### src/design/wmic_pkg.sv
// Package for the weighted majority interval counter.
// Holds the sizing constants and the record that travels along the cell chain.
// No dependencies.
`timescale 1ns / 1ps

package wmic_pkg;

	// Most items stored between two start requests. Entry zero of the store
	// (the empty prefix) is implicit, so the chain has MAX_LEN cells.
	localparam int MAX_LEN = 1024;

	// Wide enough for a stored count of up to MAX_LEN + 1.
	localparam int CNT_W = $clog2(MAX_LEN + 2);

	localparam int WEIGHT_W = 16;
	localparam int PFX_W = 28;
	localparam int GOOD_W = 11;
	localparam int TOTAL_W = 20;

	localparam logic [GOOD_W-1:0] GOOD_MAX = '1;
	localparam logic [TOTAL_W-1:0] TOTAL_MAX = '1;

	// One item on its way down the chain of cells.
	typedef struct packed {
		logic valid;
		logic start;
		logic ovf;
		logic wr;
		logic [CNT_W-1:0] rem;
		logic [PFX_W-1:0] value;
		logic [GOOD_W-1:0] good;
	} chain_t;

	// Result fields handed from the tail to the output ports.
	typedef struct packed {
		logic ovf;
		logic [TOTAL_W-1:0] total;
		logic [GOOD_W-1:0] good;
	} result_t;

endpackage

### src/design/wmic_tail.sv
// Tail of the chain: keeps the running total and holds the output register.
// Depends on wmic_pkg.
`timescale 1ns / 1ps

module wmic_tail (
	input  logic clk,
	input  logic arst_n,
	input  logic en,
	input  wmic_pkg::chain_t last,
	output logic out_valid,
	output wmic_pkg::result_t res
);
	import wmic_pkg::*;

	logic [TOTAL_W-1:0] total_q;
	logic out_valid_q;
	result_t res_q;

	logic [TOTAL_W-1:0] base_total;
	logic [TOTAL_W:0] sum;
	logic [TOTAL_W-1:0] new_total;

	always_comb begin
		base_total = last.start ? '0 : total_q;
		sum = {1'b0, base_total} + (TOTAL_W + 1)'(last.good);
		new_total = sum[TOTAL_W] ? TOTAL_MAX : sum[TOTAL_W-1:0];
	end

	always_ff @(posedge clk or negedge arst_n) begin
		if (!arst_n) begin
			total_q <= '0;
			out_valid_q <= 1'b0;
		end else if (en) begin
			out_valid_q <= last.valid;
			if (last.valid)
				total_q <= new_total;
		end
	end

	always_ff @(posedge clk) begin
		if (en && last.valid) begin
			res_q.good <= last.good;
			res_q.total <= new_total;
			res_q.ovf <= last.ovf;
		end
	end

	assign out_valid = out_valid_q;
	assign res = res_q;

endmodule

### config.mk
export PLATFORM = sky130hd
export DESIGN_NAME = wmic_tail
export DESIGN_NICKNAME = d
export VERILOG_FILES = /design/src/design/wmic_pkg.sv /design/src/design/wmic_tail.sv
export SDC_FILE = /design/constraint.sdc
export NUM_CORES = 1
export LEC_CHECK = 0
export CAP_MARGIN = 20
export CORE_MARGIN = 1.5
export CORE_UTILIZATION = 37
export CTS_CLUSTER_SIZE = 16
export DETAILED_ROUTE_END_ITERATION = 7
export DONT_BUFFER_PORTS = 1
export GPL_TIMING_DRIVEN = 0
export MAX_ROUTING_LAYER = met4
export PLACE_DENSITY = 0.56
export SYNTH_ARGS = -nofsm -noshare
export SYNTH_HDL_FRONTEND = slang
export SYNTH_SLANG_ARGS = --single-unit
### constraint.sdc
create_clock -name clk -period 4.6 [get_ports clk]
set_input_delay 0.69 -clock clk [delete_from_list [all_inputs] [get_ports clk]]
set_output_delay 0.69 -clock clk [all_outputs]
set_load 0.01 [all_outputs]
==> impl_metrics.json <==
{
  "syn_inst": 263,
  "power_density_nw_per_um2": 424.7,
  "seq_area_frac_synth_pct": 51.45,
  "finalMaxSlewViolations": 0,
  "gp_congestion": 0.8359,
  "timing.rr.end": "res[24]",
  "route.detailed.drc": 0,
  "p_int_w": 0.0008898,
  "clkPwrFrac_pct": 20.1,
  "cts.clk_slew.worst_paths_ns": 0.11,
  "critPathMaxFanout": 10,
  "worstPathRequired_ns": 4.65,
  "slew_headroom_pct": 57.63,
  "die-area_um2": 8348,
  "diodes": 0,
  "holdWs_ns": 0.05221,
  "cts_setup_buffers": 0,
  "synth-main-ff-cell": "edfxtp_1",
  "setup_tns_ns": 0,
  "synth_edf_count": 32,
  "ir_worst_vdd_mv": 0.1181,
  "synth.avg_cell_area_um2": 10.98,
  "cts_resized": 0,
  "grt_use_total_pct": 16.46,
  "cp.arrival_ns": 3.50,
  "finalPower_w": 0.001330,
  "fmax_mhz": 289.5,
  "setup_viol": 0,
  "syn_area_um2": 2889,
  "final_nets": 340,
  "synth_seq_cells": 53,
  "port_buffers": 0,
  "endpoint_kind": "flip-flop",
  "die_y_um": 91.37,
  "fp.dieW_um": 91.37,
  "synthArstFlopShare_pct": 39.62,
  "antenna_left": 0,
  "cts_sinks": 53,
  "start_util_pct": 37.78,
  "grt_pass1_vias": 2033,
  "clockBufferDepth": 2,
  "hold_class": "primary input to async pin",
  "clk_latency_ns": 0.31,
  "dp_hpwl_um": 4527,
  "core-area_um2": 7647,
  "yosys-top-cells-count": "edfxtp_1, nand2_1, dfrtp_1",
  "grt_pass1_wl_um": 10400,
  "ios": 90,
  "fin_cells": 374,
  "grt.overflow.total": 0,
  "synth_area_leader_cell": "edfxtp_1",
  "layout-drive-gt1-share_pct": 12.50,
  "dpl.cell_count": 366,
  "period_needed_ns": 3.455,
  "pwr-share-comb_pct": 30.3,
  "viasPerCell": 5.388,
  "cts_tree": "done",
  "seq_power_share_pct": 49.6,
  "p_switching_w": 0.0004402,
  "min_period_over_period_pct": 75.10,
  "max-cap-violations": 0,
  "fp-row-count": 32,
  "synth_nets": 332,
  "wl_per_cell_um": 16.94,
  "worst_pin_slew_ns": 0.6355,
  "drt_pass1_iterations": 4,
  "grt_max_degree": 24,
  "path_class": "primary input to flip-flop",
  "r2r_cells": 10,
  "grt_setup_unrepaired": "no",
  "p_leak_nw": 1.204,
  "htree_levels": 2,
  "r2r_start": "total_q[0]",
  "p_sw_share_pct": 33.10,
  "cts_hold_buf": 0,
  "ys_warn_count": 0,
  "reg2reg_slack_ns": 1.59,
  "vias": 2015,
  "syn2layout_area_growth_pct": 8.402,
  "outcome": "completed",
  "yosysMostFrequentCell": "edfxtp_1",
  "finalHoldViolations": 0,
  "ys_types": 50,
  "antenna_found_initial": 0,
  "numCtsBuffers": 5,
  "skew_ns": 0.01264,
  "cp-start-kind": "primary input",
  "clock-root-buffer": "clkbuf_8",
  "synth.top_cell.area_share_pct": 33.26,
  "ys_top_cells_by_area": "edfxtp_1, dfrtp_1, ha_1",
  "routed_wl_um": 6334,
  "drt_iter0_drc": 59
}
## sequential cells by signal, summed over array words and instances (netlist names)
signal     flops
res           32
total_q       20
out_valid      1
## worst max path at each step
stage / from / end
final: last[52] / res[24]
after global routing: last[52] / res[26]
after CTS: last[52] / res[24]
after detailed placement: last[52] / res[24]
after global placement: last[52] / res[24]
after floorplan: last[52] / res[28]
## layout make-up
type | count | area, um^2
plain buffers | 11 | 46.29
clock buffers | 5 | 68.82
clock inverters | 3 | 17.52
fillers | 741 | 4516
inverters | 6 | 22.52
multi-input cells | 193 | 1335
flip-flops and latches | 53 | 1486
well taps | 102 | 127.6
repair buffers | 1 | 27.53
## logic make-up (layout without fill, tap and decap cells)
kind of cell	after synthesis	in the layout	share of synthesized area [%]
and+or+nand+nor	92	92	16.29
AOI/OAI and AO/OA	65	65	16.37
DFF	53	53	51.45
buffers and inverters	17	26	2.339
adders and majority gates	12	12	5.457
xor gates and xnor gates	12	12	3.638
muxes	12	12	4.461
## cells in the final DEF (no fill, tap or decap), types with 2 or more instances in the layout
cell      instances
nand3b_1          3
clkinv_2          2
edfxtp_1         32
ha_1             11
and4_1            3
inv_1             4
nor2_1           17
buf_2             3
a31oi_1          13
clkbuf_8          5
mux2i_1           8
xor2_1            6
inv_2             2
nand3_1           7
o21ai_1           2
o21ai_0          11
nor2b_1          16
a211oi_1          2
o211ai_1          4
mux2_2            3
a211oi_2          4
or2_2             3
nand2_1          30
clkbuf_1          7
a21oi_1           9
dfrtp_1          21
xnor2_1           6
a21o_1            7
and3_1            5
## power by group through the flow
stage	Clock [W]	Sequential, W	Combinational [W]
floorplan	0	0.000659	0.000333
global placement	0	0.000669	0.000396
detailed placement	0	0.000672	0.000404
CTS	0.000274	0.000661	0.000406
global route	0.000292	0.000670	0.000453
finish	0.000267	0.000660	0.000403
## worst max-delay path: stages
cell and delay, ns:
clkbuf_1 0.47, nor2b_1 0.11, ha_1 0.23, fa_1 0.47, a211oi_2 0.32, nor3_2 0.11, o21bai_4 0.20, a21oi_1 0.09
nand2_1 0.17, clkbuf_1 0.48, nand2_1 0.14
## layer usage
metal	part of all wire [%]	up-vias	GRT usage (%)
met1	46	974	19.93
met5	0	-	-
met3	4.4	7	4.188
met2	49	45	27.05
met4	1.1	0	4.818
li1	-	989	-
## through the flow
step,cell area [um^2],worst slack (ns),util [%]
detailed placement,3045,0.8388,39.82
global placement,3017,0.8203,39.45
finish,3132,1.145,40.95
CTS,3132,1.162,40.95
global route,3132,0.9131,40.95
floorplan,2889,1.425,-
No activity file was read; power rests on OpenSTA's default activity.
