### src/design/wmic_pkg.sv
// Package for the weighted majority interval counter.
// Holds the sizing constants and the record that travels along the cell chain.
// No dependencies.
`timescale 1ns / 1ps

package wmic_pkg;

	// Most items stored between two start requests. Entry zero of the store
	// (the empty prefix) is implicit, so the chain has MAX_LEN cells.
	localparam int MAX_LEN = 1024;

	// Wide enough for a stored count of up to MAX_LEN + 1.
	localparam int CNT_W = $clog2(MAX_LEN + 2);

	localparam int WEIGHT_W = 16;
	localparam int PFX_W = 28;
	localparam int GOOD_W = 11;
	localparam int TOTAL_W = 20;

	localparam logic [GOOD_W-1:0] GOOD_MAX = '1;
	localparam logic [TOTAL_W-1:0] TOTAL_MAX = '1;

	// One item on its way down the chain of cells.
	typedef struct packed {
		logic valid;
		logic start;
		logic ovf;
		logic wr;
		logic [CNT_W-1:0] rem;
		logic [PFX_W-1:0] value;
		logic [GOOD_W-1:0] good;
	} chain_t;

	// Result fields handed from the tail to the output ports.
	typedef struct packed {
		logic ovf;
		logic [TOTAL_W-1:0] total;
		logic [GOOD_W-1:0] good;
	} result_t;

endpackage

### src/design/wmic_cell.sv
// One cell of the chain: stores one prefix and compares passing items with it.
// Depends on wmic_pkg.
`timescale 1ns / 1ps

module wmic_cell (
	input  logic clk,
	input  logic arst_n,
	input  logic en,
	input  wmic_pkg::chain_t up,
	output wmic_pkg::chain_t down
);
	import wmic_pkg::*;

	logic [PFX_W-1:0] entry_q;
	chain_t down_q;
	chain_t down_d;

	// While rem is non-zero the entry belongs to an earlier item and is counted;
	// the item with rem at zero and its write flag set stores itself here.
	always_comb begin
		down_d = up;
		if (up.valid && up.rem != '0) begin
			down_d.rem = up.rem - CNT_W'(1);
			if ($signed(entry_q) < $signed(up.value) && up.good != GOOD_MAX)
				down_d.good = up.good + GOOD_W'(1);
		end else if (up.valid && up.wr) begin
			down_d.wr = 1'b0;
		end
	end

	always_ff @(posedge clk) begin
		if (en && up.valid && up.rem == '0 && up.wr)
			entry_q <= up.value;
	end

	always_ff @(posedge clk or negedge arst_n) begin
		if (!arst_n) begin
			down_q <= '0;
		end else if (en) begin
			down_q <= down_d;
		end
	end

	assign down = down_q;

endmodule

### config.mk
export PLATFORM = sky130hd
export DESIGN_NAME = wmic_cell
export DESIGN_NICKNAME = d
export VERILOG_FILES = /design/src/design/wmic_pkg.sv /design/src/design/wmic_cell.sv
export SDC_FILE = /design/constraint.sdc
export NUM_CORES = 1
export LEC_CHECK = 0
export BUFFER_PORTS_ARGS = -buffer_cell sky130_fd_sc_hd__buf_2
export CAP_MARGIN = 20
export CORE_UTILIZATION = 44
export CTS_CLUSTER_SIZE = 40
export DETAILED_ROUTE_END_ITERATION = 10
export PLACE_DENSITY_LB_ADDON = 0.3
export SLEW_MARGIN = 40
export SYNTH_ARGS = -nofsm -noshare
export SYNTH_HDL_FRONTEND = slang
export SYNTH_SLANG_ARGS = --single-unit
### constraint.sdc
create_clock -name clk -period 2.69 [get_ports clk]
set_input_delay 0.269 -clock clk [delete_from_list [all_inputs] [get_ports clk]]
set_output_delay 0.269 -clock clk [all_outputs]
set_load 0.1 [all_outputs]
==> metrics.md <==
| Metric | Value |
|---|---|
| Critical Path AT | `between 2 and 3 ns` |
| Grt ovf | `0` |
| Commonest non-fill, non-tap cell in the layout | `buf_2` |
| Largest net degree at the start of global routing | `37` |
| Slew Viols, Final | `0` |
| Final instance count without filler cells | `approximately 600` |
| Initial antenna violation count | `0` |
| Final setup TNS | `0 ns` |
| Tmin final | `~2.6 ns` |
| Placer's final routability congestion estimate | `0.802` |
| Max FO, Critical Path | `3` |
| Worst-margin pin slew | `about 0.66 ns` |
| Layout Nets | `569` |
| Final setup viols | `0` |
| Cell Area, Synth | `between 0.004 and 0.005 sq mm` |
| Avg Cell Area, Syn | `11.7 sq um` |
| P&R area growth vs syn | `26.7%` |
| Netlist cell types | `52` |
| Pwr dens | `approximately 640 mW/mm^2` |
| Total Wirelength | `9090 um` |
| Synth warn | `0` |
| Critical path class | `flip-flop to flip-flop` |
| DRC Markers | `0` |
| Post-Syn Instances | `approximately 360` |
| Asr flop ratio synth | `0.659` |
| Fin crit share | `0.971` |
| Via count | `around 3200` |
| Chip Width | `between 90 and 100 um` |
| Crit-path cells | `ha_4 > nand4_4 > nor4_4 > o211ai_1 > o21a_2 > mux2_4 > nor3b_1 > or4_1` |
| Diode count | `0` |
| DP HPWL | `roughly 6600 um` |
| Critical Path RT | `between 2 and 3 ns` |
| CP max stage cell | `or4_1` |
| Max-cap violations | `0` |
| Status | `finished, final reports clean` |
| Total GRT Usage | `0.197` |
| 1st-pass router iterations | `4` |
| Share of layout cells above drive strength 1 | `0.414` |
| Number of global-route vias before repair | `roughly 3200` |
| Overall Power | `0.00334 W` |
| HP Class | `input pin to flip-flop` |
| Worst vdd ir | `slightly above 0.0004 V` |
| Share of the yosys chip area belonging to registers | `0.529` |
| Clock latency reported for the late side of the worst-skew pair | `approximately 0.35 ns` |
| Clock Sinks | `82` |
| Die H | `99.0 um` |
| Most frequent cells in the layout | `buf_2, dfrtp_1, mux2_2, inv_1, edfxtp_1` |
| Primary FF master, synth | `dfrtp_1` |
| Worst clock skew | `between 0.006 and 0.007 ns` |
| Antenna Nets Post-Route | `0` |
| Root buffer cell | `clkbuf_8` |
| TritonCTS Buffers | `9` |
| TritonCTS clock tree | `yes` |
| CTS clk-pin slew, worst paths | `about 0.08 ns` |
| Crit path buf inv count | `0` |
| Clk buf depth | `2` |
| Fmax | `0.383 GHz` |
| I/O pin total | `between 100 and 150` |
| Placed Instances | `577` |
| DR WL/cell | `about 15 um` |
| Worst slew margin | `0.557` |
| Leak pwr | `between 2 and 2.5 nW` |
| Die ar. | `approximately 0.0098 sq mm` |
| Effective utilization at floorplan | `0.450` |
| Synthesized flop and latch total | `approximately 80` |
| IO Port Bufs | `110` |
| Final Core Density | `0.570` |
| Post-synth EDFFs | `28` |
| Starting DRC count in detailed routing | `78` |
| CTS H-tree depth | `3` |
| Kind of cell adding the most delay to the critical path | `simple AND/OR/NAND/NOR gates` |
| Vias per inst | `5.32` |
| Final hold violation count | `0` |
| CP Capture Type | `flip-flop` |
| Synthesized net count | `441` |
| Slowest stage delay, CP | `approximately 0.46 ns` |
| First-pass GRT wire length | `15100 um` |
| Fill cells | `roughly 800` |
| Startpoint Class | `flip-flop` |
| Core area | `0.00920 sq mm` |
| # rows | `35` |
sequential cells by signal (all words and copies together), names as in the netlist:
name / flops
entry_q: 28
down: 54
what timing repair did:
action	4_1_cts	5_1_grt
endpoints found under the hold margin	26	0
hold buffers	1	0
setup buffers	1	4
pin swaps	6	6
setup endpoints to repair	3	8
resized for setup	3	12
layout make-up:
cell class | instances | area (sq um) | share of cell area
Inverter | 34 | 128 | 0.0243
Timing Repair Buffer | 127 | 697 | 0.133
Clock buffer | 10 | 128 | 0.0243
Tap cell | 111 | 139 | 0.0265
Multi-Input combinational cell | 229 | 1900 | 0.363
Sequential cell | 82 | 2190 | 0.418
Clock inverter | 6 | 58.8 | 0.0112
metrics by stage:
stage	worst slack, ns	hold slack [ns]	instance area, sq um
2_1_floorplan	0.0163	-0.0266	4140
3_3_place_gp	-0.0801	0.333	4880
3_5_place_dp	-0.140	0.336	4880
4_1_cts	0.0121	0.108	5110
5_1_grt	-0.00725	0.112	5250
6_report	0.0780	0.117	5250
Yosys cell counts, types with 3 or more instances:
cell / instances / area (sq um)
nand4_1: 5 / 31.3
ha_1: 29 / 363
dfrtp_1: 54 / 1350
xnor2_1: 10 / 87.6
nand2_1: 23 / 86.3
inv_1: 34 / 128
and3_1: 3 / 18.8
o21ai_0: 9 / 45.0
xor2_1: 3 / 26.3
a21oi_1: 24 / 120
o211ai_1: 3 / 22.5
mux2_2: 35 / 394
nor4_1: 6 / 37.5
clkbuf_1: 7 / 26.3
nor3_1: 9 / 45.0
edfxtp_1: 28 / 841
nor3b_1: 4 / 30.0
nand3_1: 6 / 30.0
nor2_1: 23 / 86.3
layer usage:
| layer | up-vias | share of wire | GRT usage |
|---|---|---|---|
| li1 | 1535 | - | - |
| met1 | 1539 | 0.44 | 0.247 |
| met2 | 94 | 0.48 | 0.329 |
| met3 | 18 | 0.046 | 0.0404 |
| met4 | 0 | 0.032 | 0.0907 |
| met5 | - | 0 | 0 |
where the power goes:
part	switching, W	leakage, nW	internal, W
Combinational	0.000833	1.40	0.000217
Sequential	0.0000400	0.878	0.00137
Clock	0.000453	0.0897	0.000423
path summary, 6_finish.rpt:
path | to | slack (ns) | start | depth (start not counted)
setup / recovery | down[5]$_DFFE_PN0P_ | 0.08 | entry_q[24]$_DFFE_PP_ | 8
hold / removal | entry_q[19]$_DFFE_PP_ | 0.12 | up[30] | 1
setup reg to reg | down[5]$_DFFE_PN0P_ | 0.08 | entry_q[24]$_DFFE_PP_ | 8
hold reg to reg | down[34]$_DFFE_PN0P_ | 0.50 | down[34]$_DFFE_PN0P_ | 1
max in group asynchronous | down[2]$_DFFE_PN0P_ | 1.39 | arst_n | 3
min in group asynchronous | down[51]$_DFFE_PN0P_ | 0.47 | arst_n | 2
kinds of logic (layout without fill, tap and decap cells):
| kind of cell | Yosys count | in the layout | synth area share |
|---|---|---|---|
| AND/OR/NAND/NOR | 97 | 97 | 0.127 |
| flip-flops | 82 | 82 | 0.529 |
| AO/OA/AOI/OAI | 52 | 52 | 0.0822 |
| buffers and inverters | 44 | 177 | 0.0426 |
| multiplexers | 38 | 38 | 0.104 |
| adder cells (fa/ha/maj) | 29 | 29 | 0.0876 |
| XOR/XNOR | 13 | 13 | 0.0275 |
(Power assumes the default switching activity.)
