$ cat src/design/wmic_pkg.sv
// Package for the weighted majority interval counter.
// Holds the sizing constants and the record that travels along the cell chain.
// No dependencies.
`timescale 1ns / 1ps

package wmic_pkg;

	// Most items stored between two start requests. Entry zero of the store
	// (the empty prefix) is implicit, so the chain has MAX_LEN cells.
	localparam int MAX_LEN = 1024;

	// Wide enough for a stored count of up to MAX_LEN + 1.
	localparam int CNT_W = $clog2(MAX_LEN + 2);

	localparam int WEIGHT_W = 16;
	localparam int PFX_W = 28;
	localparam int GOOD_W = 11;
	localparam int TOTAL_W = 20;

	localparam logic [GOOD_W-1:0] GOOD_MAX = '1;
	localparam logic [TOTAL_W-1:0] TOTAL_MAX = '1;

	// One item on its way down the chain of cells.
	typedef struct packed {
		logic valid;
		logic start;
		logic ovf;
		logic wr;
		logic [CNT_W-1:0] rem;
		logic [PFX_W-1:0] value;
		logic [GOOD_W-1:0] good;
	} chain_t;

	// Result fields handed from the tail to the output ports.
	typedef struct packed {
		logic ovf;
		logic [TOTAL_W-1:0] total;
		logic [GOOD_W-1:0] good;
	} result_t;

endpackage

$ cat src/design/wmic_head.sv
// Head of the cell chain: keeps the running prefix and the fill count.
// Depends on wmic_pkg.
`timescale 1ns / 1ps

module wmic_head (
	input  logic clk,
	input  logic arst_n,
	input  logic en,
	input  logic accept,
	input  logic is_target,
	input  logic start_req,
	input  logic [wmic_pkg::WEIGHT_W-1:0] weight,
	output wmic_pkg::chain_t lead
);
	import wmic_pkg::*;

	logic [PFX_W-1:0] prefix_q;
	logic [CNT_W-1:0] count_q;
	chain_t lead_s1;

	logic [PFX_W-1:0] base_prefix;
	logic [PFX_W-1:0] next_prefix;
	logic [CNT_W-1:0] count_eff;
	logic full;
	chain_t lead_d;

	always_comb begin
		base_prefix = start_req ? '0 : prefix_q;
		count_eff = start_req ? CNT_W'(1) : count_q;
		full = count_eff > CNT_W'(MAX_LEN);
		next_prefix = is_target ? base_prefix + PFX_W'(1) : base_prefix - PFX_W'(weight);

		lead_d.valid = accept;
		lead_d.start = start_req;
		lead_d.ovf = full;
		lead_d.wr = !full;
		lead_d.value = next_prefix;
		// The first cell holds entry one; entry zero (always 0) is compared here.
		lead_d.rem = full ? '0 : count_eff - CNT_W'(1);
		lead_d.good = (!full && $signed(next_prefix) > 0) ? GOOD_W'(1) : '0;
	end

	always_ff @(posedge clk or negedge arst_n) begin
		if (!arst_n) begin
			prefix_q <= '0;
			count_q <= CNT_W'(1);
			lead_s1 <= '0;
		end else if (en) begin
			lead_s1 <= lead_d;
			if (accept && !full) begin
				prefix_q <= next_prefix;
				count_q <= count_eff + CNT_W'(1);
			end else if (accept) begin
				count_q <= count_eff;
			end
		end
	end

	assign lead = lead_s1;

endmodule

$ cat config.mk
export PLATFORM = sky130hd
export DESIGN_NAME = wmic_head
export DESIGN_NICKNAME = d
export VERILOG_FILES = /design/src/design/wmic_pkg.sv /design/src/design/wmic_head.sv
export SDC_FILE = /design/constraint.sdc
export NUM_CORES = 1
export LEC_CHECK = 0
export ABC_AREA = 1
export BUFFER_PORTS_ARGS = -buffer_cell sky130_fd_sc_hd__buf_2
export CAP_MARGIN = 30
export CORE_ASPECT_RATIO = 1.5
export CORE_MARGIN = 8
export CORE_UTILIZATION = 28
export DETAILED_ROUTE_END_ITERATION = 12
export PLACE_DENSITY = 0.47
export SLEW_MARGIN = 20
export SYNTH_ARGS = -nofsm -noshare
export SYNTH_HDL_FRONTEND = slang
export SYNTH_SLANG_ARGS = --single-unit
$ cat constraint.sdc
create_clock -name clk -period 5.75 [get_ports clk]
set_clock_uncertainty 0.2 [all_clocks]
set_input_delay 0.575 -clock clk [delete_from_list [all_inputs] [get_ports clk]]
set_output_delay 0.575 -clock clk [all_outputs]
set_load 0.1 [all_outputs]
==> impl_metrics.toml, run 1 <==
[outcome]
status = "finished clean"

[cells_and_area]
syn_to_final_growth_pct = 15.0
nets = 1051
final_cells = 1275
drive_above_1_share = 0.0997
antenna_cells = 0

[sta]
hold_violations = 0
drv_slew = 0
setup-violations-final = 0
rsz0062_at_grt = "no"
final.period_utilization = 0.713
period_needed_ns = 4.10
max_slew.worst_pin.slew_ns = 0.846
fmax_mhz = 244
timing.slew.headroom = 0.436
fin_ws_ns = 1.65
tns_ns = 0

[setup_path]
crit_buf_inv = 4
reg2reg_depth = 14
crit_slowest_cell = "ha_1"
crit_start = "weight[0]"
rrSetupSlack_ns = 2.80
cp.arrival_ns = 4.14
cpLargestDelayFamily = "simple AND/OR/NAND/NOR gates"
start_kind = "primary input"
critPathCapture = "lead[0]"
cp_max_fo = 6
regToRegEndpoint = "count_q[8]"
worstSetupPathType = "in2reg"
required_ns = 5.78
endpoint_kind = "flop"
r2r-start = "count_q[1]"
path_common_cell = "nand2_1"
slowest_delay_ns = 0.43
crit_cells = 26

[global_route]
grt_overflow_total = 0
grt_usage = 0.147
grt_max_degree = 44
grt_pass1_vias = 5976
grt_pass1_wl_um = 30900
grt_antenna_before_repair = 0

[floorplan]
io_pins = 76
core_area_um2 = 21600
die_w_um = 137
start_util = 0.284
row_count = 66
dieArea_um2 = 26900
die_h_um = 197

[pwr]
p_per_area_nw_per_um2 = 369
p_leak_nw = 3.90
max-vdd-ir-drop_v = 0.000185

[cts]
cts_resized = 0
cts_hold_buffers = 0
cts_buffer_depth = 2
cts_sinks = 83
cts_buffers = 9
clock_latency_ns = 0.34
cts_root_buf = "clkbuf_16"
post-cts-setup-buffers = 0
cts_tree = "yes"
htreeDepth = 3
clkTransAtPathRegs_ns = 0.06

[placement]
finalWeightedCongestion = 0.875
preCtsSetupSlack_ns = 1.32
io_buffers = 65
placedCellCount = 1259
dp_hpwl_um = 15400

[yosys]
synthTopCellsByCount = "322 x nand2_1, 155 x inv_1, 109 x nor2_1"
synth_ff_type = "dfrtp_1"
synth.yosys.warnings = 0
synth_top_cell_area_share = 0.336
synth_area_um2 = 6110
synth_edf_count = 0
synth_area_leader_cell = "dfrtp_1"
postSynthCellCount = 938
ys_types = 40
synth_seq_cells = 83
yosysMostFrequentCell = "nand2_1"
synth-seq-area-share = 0.340
ys_top_cells_by_area = "dfrtp_1 34%, nand2_1 20%, inv_1 9.5%"
ys_async_sr_fraction = 1.00
syn_area_per_cell_um2 = 6.52

[routing]
ant_nets = 0
wire_per_inst_um = 14.9
routed_wl_um = 19000
via_per_inst = 4.51
via_count = 5755
dr.pass1.iters = 4
remaining_drc_errors = 0
drtIter0Drc = 217

[worst_hold_path]
hold_class = "in2async"

[flow_run]
cap_violations = 0
-- power breakdown --
| group | total, mW | switching [mW] | leakage, nW | internal (mW) |
|---|---|---|---|---|
| sequential | 0.750 | 0.0500 | 1.05 | 0.700 |
| combinational | 1.17 | 0.923 | 2.68 | 0.247 |
| clock | 0.676 | 0.250 | 0.167 | 0.426 |
| total | 2.60 | 1.22 | 3.90 | 1.37 |
-- layout by cell type (no fill, tap or decap), types with 2 or more instances in the layout --
cell type    n
buf_2       64
xnor2_1      7
nand4_1     10
a22o_1       5
nor2_2       6
buf_4        3
o21ai_1      2
ha_1        30
conb_1      10
inv_1      155
bufinv_16    3
nand3_1     45
inv_2        2
nor2_1     109
xor2_1      17
o22ai_1     27
nor3_1      10
clkbuf_16    9
a21oi_1     34
o21ai_0     27
dfrtp_1     82
nand2_1    322
nand3b_1     3
-- registers in the layout (all words and copies together), names as in the netlist --
signal and flops:
prefix_q 28, lead 44, count_q 11
-- metrics by stage --
| step | area (µm²) | power [mW] | hold WS [ns] | utilization |
|---|---|---|---|---|
| after global routing | 7030 | 2.74 | 0.0616 | 0.326 |
| after floorplan | 6150 | 1.69 | 0.0794 | - |
| after global placement | 6670 | 1.94 | 0.260 | 0.310 |
| final | 7030 | 2.60 | 0.00903 | 0.326 |
| after CTS | 7030 | 2.63 | 0.0231 | 0.326 |
| after detailed placement | 6690 | 1.94 | 0.261 | 0.310 |
-- layer usage --
layer | track usage | vias to the layer above | share of wire
met2 | 0.275 | 81 | 0.53
met4 | 0.0547 | 0 | 0.024
li1 | - | 3021 | -
met1 | 0.161 | 2628 | 0.42
met3 | 0.0214 | 25 | 0.028
met5 | 0 | - | 0
-- cell families after synthesis --
logic type | Yosys count | share of synthesized area
AOI/OAI and AO/OA | 102 | 0.0970
adders and majority gates | 31 | 0.0647
other | 1 | 0.000613
and+or+nand+nor | 511 | 0.340
DFF | 83 | 0.340
xor gates and xnor gates | 24 | 0.0344
buffers and inverters | 186 | 0.123
-- worst min-delay path by stage --
stage,slack [ns],from,endpoint
CTS,0.02,arst_n,lead[13]
floorplan,0.08,arst_n,count_q[10]
global route,0.06,arst_n,lead[13]
finish,0.009,arst_n,lead[13]
global placement,0.26,lead[15],lead[15]
detailed placement,0.26,lead[20],lead[20]
-- cell type report --
| cell class | count | area (µm²) |
|---|---|---|
| Multi-Input combinational cell | 678 | 3320 |
| Fill cell | 2400 | 14500 |
| Tap cell | 272 | 340 |
| Clock buffer | 10 | 229 |
| Clock inverter | 6 | 113 |
| Inverter | 158 | 593 |
| Sequential cell | 83 | 2080 |
| Timing Repair Buffer | 68 | 358 |
Note: power is estimated with default switching activity, not from simulation.
==> inputs of run 2 (changes only) <==
--- a/config.mk
+++ b/config.mk
@@ -5,14 +5,14 @@
 export SDC_FILE = /design/constraint.sdc
 export NUM_CORES = 1
 export LEC_CHECK = 0
-export ABC_AREA = 1
+export ABC_AREA = 0
 export BUFFER_PORTS_ARGS = -buffer_cell sky130_fd_sc_hd__buf_2
 export CAP_MARGIN = 30
 export CORE_ASPECT_RATIO = 1.5
 export CORE_MARGIN = 8
 export CORE_UTILIZATION = 28
 export DETAILED_ROUTE_END_ITERATION = 12
-export PLACE_DENSITY = 0.47
+export PLACE_DENSITY = 0.48
 export SLEW_MARGIN = 20
 export SYNTH_ARGS = -nofsm -noshare
 export SYNTH_HDL_FRONTEND = slang
==> constraint.sdc (replaced) <==
create_clock -name clk -period 3.9 [get_ports clk]
set_clock_uncertainty 0.2 [all_clocks]
set_input_delay 0.39 -clock clk [delete_from_list [all_inputs] [get_ports clk]]
set_output_delay 0.39 -clock clk [all_outputs]
set_load 0.1 [all_outputs]
==> impl_metrics.toml, run 2 <==
[outcome]
status = "complete, but fails checks"
violations = "setup timing"

[routing]
drtIter0Drc = 235
remaining_drc_errors = 0
wire_per_inst_um = 15.9
ant_nets = 0
dr.pass1.iters = 4
via_count = 5643
routed_wl_um = 18700
via_per_inst = 4.79

[cts]
cts_sinks = 83
clock_latency_ns = 0.34
cts_buffers = 9
clkTransAtPathRegs_ns = 0.06
htreeDepth = 3
cts_root_buf = "clkbuf_16"
cts_tree = "yes"
cts_buffer_depth = 2

[placement]
dp_hpwl_um = 14600
io_buffers = 65
finalWeightedCongestion = 0.848
preCtsSetupSlack_ns = -0.711

[setup_path]
r2r-start = "prefix_q[0]"
endpoint_kind = "flop"
required_ns = 3.90
cp.arrival_ns = 4.05
regToRegEndpoint = "prefix_q[26]"
rrSetupSlack_ns = 0.22
worstSetupPathType = "in2reg"
reg2reg_depth = 15
start_kind = "primary input"
cp_max_fo = 4

[global_route]
grt_pass1_wl_um = 30200
grt_overflow_total = 0
grt_pass1_vias = 5894
grt_max_degree = 64
grt_antenna_before_repair = 1
grt_usage = 0.144

[cells_and_area]
antenna_cells = 0
syn_to_final_growth_pct = 42.8
nets = 959
largest_register_ffs = 44
drive_above_1_share = 0.384
layout_common_cells = "154 x buf_4, 99 x nand2_1, 82 x dfrtp_1, 61 x buf_2, 45 x nor2_1"
mostFrequentLayoutCell = "buf_4"

[floorplan]
die_w_um = 135
dieArea_um2 = 26200
io_pins = 76
row_count = 65
start_util = 0.284
die_h_um = 194
core_area_um2 = 20900

[pwr]
power.total_mw = 4.58
max-vdd-ir-drop_v = 0.000394
p_leak_nw = 4.01
p_per_area_nw_per_um2 = 540

[sta]
rsz0062_at_grt = "yes"
fin_ws_ns = -0.151
setup-violations-final = 5
drv_slew = 0
final.period_utilization = 1.04
timing.slew.headroom = 0.468
hold_violations = 0
fmax_mhz = 247
max_slew.worst_pin.slew_ns = 0.799
period_needed_ns = 4.05

[worst_hold_path]
holdCritStartpoint = "accept"
hold_class = "in2reg"
hold_end = "lead[53]"
whs_path_depth = 2

[yosys]
synthTopCellsByCount = "104 x nand2_1, 82 x dfrtp_1, 49 x nor2_1"
ys_types = 76
yosysMostFrequentCell = "nand2_1"
ys_top_cells_by_area = "dfrtp_1 35%, nand2_1 6.6%, ha_1 6.3%"
synth_area_leader_cell = "dfrtp_1"
synth_edf_count = 0
postSynthCellCount = 696
synth-seq-area-share = 0.350
synth_top_cell_area_share = 0.346
synth_area_um2 = 5940
synth_seq_cells = 83
synth.yosys.warnings = 0
syn_area_per_cell_um2 = 8.53
synth_ff_type = "dfrtp_1"
ys_async_sr_fraction = 1.00

[flow_run]
cap_violations = 0
[run 2: changes by cell type after synthesis, moves of 8 or more]
cell      before  now
inv_1        155   36
xnor2_1        7   22
mux2_2         0   21
nor2_1       109   49
nand3_1       45   20
a21oi_1       34   46
a21o_1         0    8
o22ai_1       27    3
nor2b_1        0   35
o21ai_0       27   41
nand2_1      322  104
clkbuf_1       8   22
[run 2: critical path: stages]
cell and delay (ns):
buf_2 0.12, nor2_1 0.17, nand2_2 0.11, nor3_4 0.20, nand2b_1 0.11, or3b_4 0.43, nor3_4 0.14, xor2_1 0.17
nor2_1 0.06, ha_1 0.37, buf_4 0.15, nand4_1 0.13, buf_4 0.17, a2111oi_4 0.34, buf_4 0.18, buf_6 0.09
o21bai_1 0.06, a32oi_1 0.28, buf_4 0.19, xnor2_4 0.12, o21ai_1 0.08
[run 2: area by class of cell]
type | count | area (µm²)
timing repair buffer | 230 | 1640
fill | 2097 | 12400
tap | 268 | 335
multi-input combinational | 546 | 3940
sequential | 83 | 2080
clock buffer | 10 | 239
clock inverter | 6 | 113
inverter | 36 | 138
[run 2: cell families after synthesis]
kind of cell | Yosys count | synth area share
AND/OR/NAND/NOR | 274 | 0.231
AO/OA/AOI/OAI | 159 | 0.179
flip-flops | 83 | 0.350
buffers and inverters | 76 | 0.0569
XOR/XNOR | 44 | 0.0649
adder cells (fa/ha/maj) | 31 | 0.0666
multiplexers | 28 | 0.0516
other | 1 | 0.000632
[run 2: per-stage QoR]
stage | instances | hold slack, ns | instance area (µm²) | util | setup TNS [ns]
3_3_place_gp | 1149 | 0.249 | 7610 | 0.364 | -9.79
3_5_place_dp | 1149 | 0.256 | 7610 | 0.364 | -10.09
5_1_grt | 1179 | 0.143 | 8480 | 0.406 | -1.72
6_report | 1179 | 0.138 | 8480 | 0.406 | -0.467
2_1_floorplan | 705 | -0.106 | 6010 | - | -0.280
4_1_cts | 1174 | 0.123 | 8210 | 0.393 | -0.488
[run 2: what timing repair did]
item / 4_1_cts / 5_1_grt
resized for setup: 41 / 53
buffers inserted: 8 / 5
endpoints found under the setup margin: 14 / 20
pin swaps: 13 / 36
hold buffers: 1 / 0
hold endpoints to repair: 59 / 0
[run 2: routing by layer]
metal,track usage,up-vias,routed length [µm]
li1,-,2834,-
met1,0.170,2685,7950
met2,0.257,97,9780
met3,0.0168,25,549
met4,0.0530,2,450
met5,0,-,8
[run 2: power breakdown]
| group | internal [mW] | switching [mW] |
|---|---|---|
| Clock | 0.645 | 0.357 |
| Sequential | 1.06 | 0.111 |
| Combinational | 0.762 | 1.65 |
| Total | 2.47 | 2.12 |
[run 2: how the worst max path moves through the flow]
stage | start | end | slack [ns]
after floorplan | weight[3] | lead[0] | -0.28
after CTS | weight[0] | lead[0] | -0.18
final | weight[2] | prefix_q[26] | -0.15
after global routing | weight[3] | lead[0] | -0.36
after detailed placement | weight[0] | lead[0] | -0.71
after global placement | weight[1] | lead[0] | -0.73
==> inputs of run 3 (changes only) <==
--- a/config.mk
+++ b/config.mk
@@ -12,7 +12,7 @@
 export CORE_MARGIN = 8
 export CORE_UTILIZATION = 28
 export DETAILED_ROUTE_END_ITERATION = 12
-export PLACE_DENSITY = 0.48
+export PLACE_DENSITY_LB_ADDON = 0.2
 export SLEW_MARGIN = 20
 export SYNTH_ARGS = -nofsm -noshare
 export SYNTH_HDL_FRONTEND = slang
==> impl_metrics.toml, run 3 (same netlist as run 2, synthesis figures left out) <==
[setup_path]
slowest_delay_ns = 0.55
crit_chain = "buf_6 > or4_4 > nor4_4 > nand2_2 > nor3_4 > xor2_1 > nor2_1 > ha_4 > buf_6 > nand2_4 > nor4_4 > o2111a_2 > nor3_4 > buf_4 > xnor2_1 > a211oi_1 > nand4_1 > nor4_2 > a21oi_1"
cpLargestDelayFamily = "simple AND/OR/NAND/NOR gates"
crit_start = "weight[3]"
rrSetupSlack_ns = 0.23
required_ns = 3.93
reg2reg_depth = 15
worstSetupPathType = "in2reg"
cp.arrival_ns = 4.01
regToRegEndpoint = "lead[0]"
start_kind = "primary input"
r2r-start = "prefix_q[0]"
endpoint_kind = "flop"
critPathCapture = "lead[0]"
crit_slowest_cell = "or4_4"
cp_max_fo = 5
crit_buf_inv = 3
crit_cells = 19

[cells_and_area]
antenna_cells = 0
mostFrequentLayoutCell = "buf_4"
largest_register_ffs = 44
syn_to_final_growth_pct = 42.3
drive_above_1_share = 0.375
nets = 963
layout_common_cells = "161 x buf_4, 98 x nand2_1, 82 x dfrtp_1, 62 x buf_2, 45 x nor2_1"

[floorplan]
dieArea_um2 = 26200
die_w_um = 135
row_count = 65
start_util = 0.284
core_area_um2 = 20900
die_h_um = 194
io_pins = 76

[outcome]
violations = "setup timing"
status = "complete, but fails checks"

[cts]
cts_buffers = 9
clkTransAtPathRegs_ns = 0.06
cts_sinks = 83
cts_buffer_depth = 2
htreeDepth = 3
cts_root_buf = "clkbuf_16"
cts_tree = "yes"
clock_latency_ns = 0.35

[global_route]
grt_usage = 0.144
grt_pass1_vias = 5905
grt_pass1_wl_um = 30400
grt_overflow_total = 0
grt_max_degree = 72
grt_antenna_before_repair = 1

[sta]
fmax_mhz = 251
hold_violations = 0
period_needed_ns = 3.98
fin_ws_ns = -0.0803
final.period_utilization = 1.02
setup-violations-final = 5
max_slew.worst_pin.slew_ns = 0.739
rsz0062_at_grt = "yes"
drv_slew = 0
timing.slew.headroom = 0.507

[placement]
dp_hpwl_um = 14400
preCtsSetupSlack_ns = -0.892
io_buffers = 65
finalWeightedCongestion = 0.859

[pwr]
switching_power_mw = 2.10
comb_power_share = 0.528
power.total_mw = 4.51
p_per_area_nw_per_um2 = 534
clock_power_share = 0.213
seqPwrFrac = 0.259
p_int_mw = 2.41
max-vdd-ir-drop_v = 0.000327
switching_share = 0.466
p_leak_nw = 3.99

[routing]
via_per_inst = 4.80
drtIter0Drc = 213
wire_per_inst_um = 15.8
remaining_drc_errors = 0
via_count = 5682
ant_nets = 0
routed_wl_um = 18700
dr.pass1.iters = 5

[worst_hold_path]
hold_class = "in2reg"

[flow_run]
cap_violations = 0
-- run 3: metrics by stage --
stage	hold WS, ns	util	setup TNS (ns)	instance area [µm²]	std cells
5_1_grt	0.137	0.404	-1.86	8450	1183
2_1_floorplan	-0.106	-	-0.280	6010	705
3_3_place_gp	0.249	0.364	-10.01	7600	1147
3_5_place_dp	0.255	0.364	-10.49	7600	1147
6_report	0.130	0.404	-0.125	8450	1183
4_1_cts	0.0265	0.393	-0.823	8220	1175
-- run 3: layout make-up --
cell class | count | area [µm²]
sequential | 83 | 2080
inverter | 36 | 135
tap | 268 | 335
multi-input combinational | 546 | 3900
timing repair buffer | 234 | 1670
fill | 2147 | 12500
clock buffer | 11 | 253
clock inverter | 5 | 85.1
-- run 3: timing repair --
item,4_1_cts,5_1_grt
pin swaps,17,14
gates resized for setup,42,32
hold endpoints to repair,0,19
setup endpoints to repair,14,19
hold buffers,0,1
cloned,0,0
setup buffers,12,6
-- run 3: worst register-to-register path, cell delays in order, from the launching register on --
cell       delay (ns)
dfrtp_1          0.33
nor2b_1          0.16
ha_1             0.19
inv_1            0.06
fa_1             0.39
nor2b_1          0.20
o31a_1           0.36
o2111ai_4        0.21
a2111oi_4        0.41
buf_4            0.18
buf_6            0.09
o21bai_1         0.06
a32oi_2          0.26
xor2_1           0.11
nor4_2           0.28
a21oi_1          0.06
-- run 3: worst min path at each step --
stage / startpoint / endpoint / slack, ns / cells past startpoint
CTS: arst_n / lead[17] / 0.03 / 1
global placement: prefix_q[10] / prefix_q[10] / 0.25 / 2
floorplan: arst_n / count_q[10] / -0.11 / 0
finish: accept / lead[53] / 0.13 / 2
global route: accept / lead[53] / 0.14 / 2
detailed placement: prefix_q[0] / prefix_q[0] / 0.25 / 2
-- run 3: power by group through the flow --
stage / Combinational [mW] / Clock (mW) / Sequential, mW
global route: 2.53 / 1.02 / 1.20
finish: 2.38 / 0.961 / 1.17
floorplan: 0.744 / 0 / 2.02
global placement: 2.26 / 0 / 1.18
CTS: 2.33 / 0.989 / 1.17
detailed placement: 2.26 / 0 / 1.19
-- run 3: routing by layer --
metal | part of all wire | track usage | vias up
met5 | 0.00069 | 0 | -
met4 | 0.025 | 0.0555 | 2
met3 | 0.028 | 0.0194 | 31
met2 | 0.52 | 0.257 | 96
met1 | 0.43 | 0.169 | 2704
li1 | - | - | 2849
